### config.mk
export PLATFORM = sky130hd
export DESIGN_NAME = dmxtx_ctrl
export DESIGN_NICKNAME = d
export VERILOG_FILES = /design/src/hdl/dmxtx_pkg.sv /design/src/hdl/dmxtx_ctrl.sv
export SDC_FILE = /design/constraint.sdc
export NUM_CORES = 1
export LEC_CHECK = 0
export BUFFER_PORTS_ARGS = -buffer_cell sky130_fd_sc_hd__buf_2
export CELL_PAD_IN_SITES_DETAIL_PLACEMENT = 1
export CELL_PAD_IN_SITES_GLOBAL_PLACEMENT = 1
export CORE_AREA = 2 2 39 41
export CTS_CLUSTER_DIAMETER = 150
export DETAILED_ROUTE_END_ITERATION = 16
export DIE_AREA = 0 0 41 43
export GPL_TIMING_DRIVEN = 0
export PLACE_DENSITY = 0.58
export SLEW_MARGIN = 20
export SYNTH_ARGS = -nofsm -noshare
export SYNTH_HDL_FRONTEND = slang
export SYNTH_SLANG_ARGS = --single-unit
export TNS_END_PERCENT = 50
### constraint.sdc
create_clock -name clk -period 2.83 [get_ports clk]
set_input_delay 0.283 -clock clk [delete_from_list [all_inputs] [get_ports clk]]
set_output_delay 0.283 -clock clk [all_outputs]
set_load 0.02 [all_outputs]
### src/hdl/dmxtx_pkg.sv
// shared constants and control types for the dmx512 frame transmitter
`default_nettype none

package dmxtx_pkg;

  // slot store size (1 to 512)
  localparam int SLOT_COUNT = 512;
  localparam int SLOT_AW    = (SLOT_COUNT > 1) ? $clog2(SLOT_COUNT) : 1;

  // field widths
  localparam int ADDR_W  = 9;
  localparam int LEVEL_W = 8;
  localparam int REQ_W   = 2;
  localparam int CFG_IW  = 2;
  localparam int CFG_DW  = 9;

  localparam logic [ADDR_W-1:0] SLOT_MAX = ADDR_W'(SLOT_COUNT - 1);

  // request kinds
  localparam logic [REQ_W-1:0] REQ_TICK  = 2'd0;
  localparam logic [REQ_W-1:0] REQ_WRITE = 2'd1;
  localparam logic [REQ_W-1:0] REQ_READ  = 2'd2;
  localparam logic [REQ_W-1:0] REQ_CLEAR = 2'd3;

  // configuration register indexes
  localparam logic [CFG_IW-1:0] CFG_TX_ENABLE  = 2'd0;
  localparam logic [CFG_IW-1:0] CFG_LAST_SLOT  = 2'd1;
  localparam logic [CFG_IW-1:0] CFG_START_CODE = 2'd2;

  typedef struct packed {
    logic load_req;     // latch the accepted request
    logic sweep_start;  // reset the sweep counter
    logic sweep_step;   // write zero at the sweep counter and advance
    logic sweep_full;   // sweep covers the whole store (power-up clear)
    logic commit;       // finish the request and load the result register
  } dmxtx_cmd_t;

  typedef struct packed {
    logic req_clear;    // latched request is a clear
    logic sweep_last;   // sweep counter sits on its final slot
    logic out_free;     // result register can take a new result
  } dmxtx_stat_t;

endpackage

`default_nettype wire

### src/hdl/dmxtx_ctrl.sv
// controller: sequences power-up clear, request handling and slot clears
`default_nettype none

module dmxtx_ctrl
  import dmxtx_pkg::*;
(
  input  wire          clk,
  input  wire          rst_n,
  input  wire          in_tvalid,
  output logic         in_tready,
  input  dmxtx_stat_t  stat,
  output dmxtx_cmd_t   cmd
);

  typedef enum logic [2:0] {
    ST_INIT,
    ST_IDLE,
    ST_ISSUE,
    ST_CLEAR,
    ST_FIN
  } state_t;

  state_t state_r;

  assign in_tready = state_r == ST_IDLE;

  always_comb begin
    cmd             = '0;
    cmd.load_req    = (state_r == ST_IDLE) && in_tvalid;
    cmd.sweep_start = state_r == ST_ISSUE;
    cmd.sweep_step  = (state_r == ST_INIT) || (state_r == ST_CLEAR);
    cmd.sweep_full  = state_r == ST_INIT;
    cmd.commit      = (state_r == ST_FIN) && stat.out_free;
  end

  always_ff @(posedge clk) begin
    if (!rst_n) begin
      state_r <= ST_INIT;
    end else begin
      case (state_r)
        ST_INIT: begin
          if (stat.sweep_last) state_r <= ST_IDLE;
        end
        ST_IDLE: begin
          if (in_tvalid) state_r <= ST_ISSUE;
        end
        ST_ISSUE: begin
          // ram read is in flight here
          state_r <= stat.req_clear ? ST_CLEAR : ST_FIN;
        end
        ST_CLEAR: begin
          if (stat.sweep_last) state_r <= ST_FIN;
        end
        ST_FIN: begin
          if (stat.out_free) state_r <= ST_IDLE;
        end
        default: state_r <= ST_IDLE;
      endcase
    end
  end

endmodule

`default_nettype wire

[Yosys cells after proc, flatten, opt, wreduce, memory -nomap -nowiden]
Cells that the tools add are included.
Word-level totals
  register bits after elaboration: 3
  bits of input ports: 6
  output and inout port bits: 6
  logic and storage cells: 20
Operators by class
  equality and inequality tests: 8
  multiplexer cells: 6
  reductions and logical operators: 5
Operators with widths (number)
  3-bit two-way mux: 5
  3-bit case mux with 5 select lines: 1
  2-bit inequality test (second input constant): 4
  3-bit by 2-bit equality test with 1-bit output (second input constant): 2
  4-bit AND reduction: 1
  3-bit by 1-bit equality test with 1-bit output (second input constant): 1
  3-bit equality test (second input constant): 1
  3-bit zero test: 1
  1-bit logical AND: 2
  1-bit logical OR: 1

[Depth between registers and ports, before layout]
Gate-level depths: netlist (run 1).
  depth after elaboration: 3
  gate-level depth with buffers: 5
  gate-level depth less buffers: 4

[Worst setup path before layout (run 1)]
Ideal clock, no wire load.
  path kind: register to output
  start point: register state_r[0]
  end point: output port cmd[4] (netlist bit)
  arrival: 1.354 ns
  data required time: 2.547 ns
  path slack: 1.193 ns
  stages on the path, launching flop included: 4
  path buffers: 1
  path through: dfxtp_1 > buf_6 > nor3b_1 > and2_1
RTL lines
  start, declared: RTL line dmxtx_ctrl.sv:23  | state_t state_r;
  start signal, assigned: RTL line dmxtx_ctrl.sv:49  | state_r <= stat.req_clear ? ST_CLEAR : ST_FIN;
  end, declared: RTL line dmxtx_ctrl.sv:12  | output dmxtx_cmd_t cmd

==> out/metrics.csv, run 1 <==
metric;value;unit
status;finished, final reports clean;
drive_above_1_share;35.4;%
yosys_warnings;0;
period_share;52.6;%
cp-start-kind;flip-flop;
synthToLayoutAreaGrowth;39.5;%
die_area;0.00176;mm2
start_util;18.5;%
crit_required;2.55;ns
row_count;14;
ctsResizeCount;0;
worst_pin_slew;0.157;ns
first_iter_violations;0;
io_pins;12;
p_per_area;479;mW/mm2
grtUsageMet3;0;%
period_minus_slack;1.49;ns
yosys-top-cells-area;dfxtp_1 23%, buf_6 13%, mux2i_1 7.8%;
place_inst;60;
slew_headroom;89.3;%
synth-edff-count;0;
peakVddDrop;0.0887;mV
wire_per_inst;9.13;um
hold-worst-slack;0.283;ns
cts_tree;built;
final.fill_count;178;
grt_use_met1;11.2;%
drtAntennaViolNets;0;
vias_per_cell;4.03;
fmax;672;MHz
largest_reg_flops;3;
clk_latency;0.23;ns
path_clk_slew;0.04;ns
clock-root-buffer;clkbuf_4;
fp.dieW;41;um
grt_pass1_wl;1.01;mm
antennaDiodeCount;0;
overflow;0;
dr.pass1.iters;1;
ctsHtreeMaxLevel;1;
numPortBuffers;11;
core_area;0.00138;mm2
instances_no_fill;64;
vias;258;
die_h;43;um
power_leakage;0.173;nW
synth.most_common_cell;nor2_1;
synth_ff_type;dfxtp_1;
hpwl;450;um
slew_viol_final;0;
synth_cell_type_count;17;
synthTopCellsByCount;5 x nor2_1, 3 x a21oi_1, 3 x buf_6, 3 x dfxtp_1;
cts_setup_buffers;0;
clk_path_buf_depth;2;
final_hold_viol_count;0;
grt.total_usage;8.32;%
tns;0;ns
busiest_layer;met2;
min_path_type;in2reg;
cts_made_buffers;3;
design_power_total;172;uW
nNetsFinal;55;
ys_ff_latch;3;
cts_sinks;3;
grt_start_max_net_pins;11;
drt-total-wl;584;um
async_flop_share;0;%
critical_path.max_fanout;10;
netlist_instances;33;
use_met2;11.3;%
grt_pass1_vias;251;
worstPathArrival;1.20;ns
drv_cap;0;
reg_top3;state_r (3);
hold_buffers;0;
critPathKind;reg2out;
netlist_area;256;um2
syn_nets;39;
drc_errors;0;
end_kind;output port;
synth_top_area_share;23.4;%
setup_viol;0;
rsz0062_at_grt;no;
ys_seq_area_share;23.4;%
largest_register;state_r;
skew;0.00169;ns
synth_area_leader_cell;dfxtp_1;
antenna_found_initial;0;
gp_congestion;0.645;
syn_avg_cell_area;7.77;um2
[per-layer routing]
layer,wire (um),vias up
met2,285,5
met4,0,0
met5,0,-
met3,24,0
li1,-,143
met1,274,110
[path summary, 6_finish.rpt]
| path | depth (start not counted) | from | slack (ns) | to |
|---|---|---|---|---|
| worst max-delay path | 4 | state_r[0] | 1.34 | cmd[4] |
| worst min register to register | 2 | state_r[2] | 0.54 | state_r[1] |
| worst min-delay path | 2 | rst_n | 0.28 | state_r[0] |
| worst max register to register | 4 | state_r[1] | 1.78 | state_r[0] |
[logic make-up (layout without fill, tap and decap cells)]
kind of cell | count (synthesis) | after routing | synth area share [%]
AND/OR/NAND/NOR | 16 | 16 | 33.2
AO/OA/AOI/OAI | 7 | 7 | 17.6
buffers and inverters | 4 | 19 | 14.6
flip-flops | 3 | 3 | 23.4
multiplexers | 2 | 2 | 7.81
XOR/XNOR | 1 | 1 | 3.42
[stage by stage]
step	cell area (um2)	setup slack [ns]	util (%)
floorplan	256	1.19	-
global placement	332	1.57	24.0
detailed placement	332	1.58	24.0
CTS	358	1.33	25.9
global route	358	1.23	25.9
finish	358	1.34	25.9
[report_power, final]
| part | internal, mW | leakage [nW] | switching (mW) |
|---|---|---|---|
| sequential | 0.0451 | 0.0245 | 0.00135 |
| combinational | 0.0223 | 0.134 | 0.0288 |
| clock | 0.0528 | 0.0150 | 0.0212 |
[layout make-up]
cell class | instances | area, um2 | area share [%]
flip-flops and latches | 3 | 60.1 | 16.8
repair buffers | 11 | 55.1 | 15.4
well taps | 16 | 20.0 | 5.59
multi-input cells | 26 | 159 | 44.4
inverters | 1 | 3.75 | 1.05
clock buffers | 4 | 26.3 | 7.34
plain buffers | 3 | 33.8 | 9.44
[layout by cell type (no fill, tap or decap), types with 2 or more instances in the layout]
cell      netlist  layout
buf_6           3       3
nor2_1          5       5
clkbuf_4        0       3
mux2i_1         2       2
a21oi_1         3       3
nand2_1         2       2
dfxtp_1         3       3
and2_1          2       2
nand2b_1        2       2
buf_2           0      11
o21a_1          2       2
nor3b_1         2       2
[worst max-delay path, cell delays in order (launching register included)]
cell	delay [ns]
dfxtp_1	0.33
buf_6	0.14
nor3b_1	0.20
and2_1	0.14
buf_2	0.15
Note: power is estimated with default switching activity, not from simulation.
==> run 2: changes to the inputs <==
--- a/config.mk
+++ b/config.mk
@@ -13,7 +13,7 @@
 export DETAILED_ROUTE_END_ITERATION = 16
 export DIE_AREA = 0 0 41 43
 export GPL_TIMING_DRIVEN = 0
-export PLACE_DENSITY = 0.58
+export PLACE_DENSITY = 0.6
 export SLEW_MARGIN = 20
 export SYNTH_ARGS = -nofsm -noshare
 export SYNTH_HDL_FRONTEND = slang
==> constraint.sdc (replaced) <==
create_clock -name clk -period 1.3 [get_ports clk]
set_input_delay 0.13 -clock clk [delete_from_list [all_inputs] [get_ports clk]]
set_output_delay 0.13 -clock clk [all_outputs]
set_load 0.02 [all_outputs]
==> out/metrics.csv, run 2 (synthesized netlist as in run 1, its figures left out) <==
metric;value;unit;change
status;finished, final reports clean;;
final_common_cell;buf_2;;
final_hold_viol_count;0;;unchanged
mostFrequentLayoutCells;10 x buf_2, 5 x nor2_1;;
instances_no_fill;65;;+1.6%
antennaDiodeCount;0;;unchanged
design_power_total;378;uW;+120%
vias_per_cell;4.20;;+4.2%
clk_path_buf_depth;2;;unchanged
wl_met1;237;um;-14%
hold_buffers;0;;unchanged
slew_viol_final;0;;unchanged
peakVddDrop;0.180;mV;+100%
end_kind;output port;;
drtAntennaViolNets;0;;unchanged
rsz0062_at_grt;no;;
die_h;43;um;unchanged
die_area;0.00176;mm2;unchanged
largest_reg_flops;3;;unchanged
grt_start_max_net_pins;11;;unchanged
route.met3.wl;23;um;-4.2%
numPortBuffers;11;;unchanged
clk_latency;0.23;ns;about the same
hold_depth;2;;unchanged
hpwl;458;um;+1.8%
antenna_found_initial;0;;unchanged
cts_tree;built;;
drv_cap;0;;unchanged
row_count;14;;unchanged
nNetsFinal;56;;+1.8%
dr.pass1.iters;2;;+1
ctsHtreeMaxLevel;1;;unchanged
place_inst;60;;unchanged
core_area;0.00138;mm2;unchanged
setup_viol;0;;unchanged
tns;0;ns;unchanged
drc_errors;0;;unchanged
worst_pin_slew;0.139;ns;-0.0179 ns
grt_pass1_wl;910;um;-10%
grt_pass1_vias;246;;-2.0%
path_clk_slew;0.04;ns;about the same
fmax;808;MHz;
p_per_area;1010;mW/mm2;+110%
placed_area;337;um2;+1.5%
min_path_type;in2reg;;
critPathKind;reg2out;;
dr_wl_met2;323;um;+13%
final_area;373;um2;+4.2%
gp_congestion;0.657;;+1.8%
period_minus_slack;1.24;ns;
slew_headroom;90.5;%;+1.2 points
drt-total-wl;584;um;unchanged
clock-root-buffer;clkbuf_4;;
hold-worst-slack;0.134;ns;-0.149 ns
start_util;18.5;%;unchanged
wire_per_inst;8.98;um;-1.5%
power_leakage;0.182;nW;+5.3%
cts_sinks;3;;unchanged
skew;0.00117;ns;-0.000515 ns
grt.total_usage;7.41;%;-0.90 points
cp-start-kind;flip-flop;;
fp.dieW;41;um;unchanged
critical_path.max_fanout;10;;unchanged
crit_required;1.17;ns;-1.38 ns
reg_top3;state_r (3);;
largest_register;state_r;;
period_share;95.2;%;
vias;273;;+5.8%
cts_made_buffers;3;;unchanged
first_iter_violations;1;;+1
io_pins;12;;unchanged
routed.top_layer;met3;;
reg2regPathDepth;6;;+2
overflow;0;;unchanged
worstPathArrival;1.11;ns;-0.09 ns
drive_above_1_share;38.8;%;+3.4 points
synthToLayoutAreaGrowth;45.4;%;
-- run 2: layer usage --
layer	up-vias	track usage [%]
met5	-	0
met4	0	6.00
met3	0	0
met2	5	11.6
met1	126	8.95
li1	142	-
-- run 2: through the flow --
| step | utilization, % | worst slack (ns) |
|---|---|---|
| after floorplan | - | 0.0699 |
| after global placement | 24.3 | 0.245 |
| after detailed placement | 24.3 | 0.243 |
| after CTS | 26.4 | 0.0133 |
| after global routing | 26.9 | 0.00504 |
| final | 26.9 | 0.0624 |
-- run 2: timing repair --
item	in CTS	in global routing
buffers inserted	0	1
endpoints found under the hold margin	0	0
endpoints found under the setup margin	1	1
resized for setup	1	0
-- run 2: cell type report --
type                    instances  area [um2]
well taps                      16        20.0
inverters                       1        3.75
multi-input cells              26         164
clock buffers                   4        26.3
fillers                       183        1010
repair buffers                 12        65.1
flip-flops and latches          3        60.1
plain buffers                   3        33.8
-- run 2: power by group --
| group | internal, mW | total (mW) | switching, mW |
|---|---|---|---|
| clock | 0.115 | 0.160 | 0.0447 |
| sequential | 0.0981 | 0.101 | 0.00298 |
| combinational | 0.0542 | 0.118 | 0.0635 |
| total | 0.267 | 0.378 | 0.111 |
-- run 2: path summary, 6_finish.rpt --
path                   start    endpoint  slack, ns
setup / recovery  state_r[2]      cmd[4]       0.06
hold / removal         rst_n  state_r[0]       0.13
setup reg to reg  state_r[0]  state_r[2]       0.18
hold reg to reg   state_r[2]  state_r[1]       0.56
-- run 2: worst max-delay path, cell delays in order, from the launching register on --
cell,delay (ns)
dfxtp_1,0.30
buf_6,0.13
nor3b_2,0.18
and2_1,0.14
buf_4,0.13
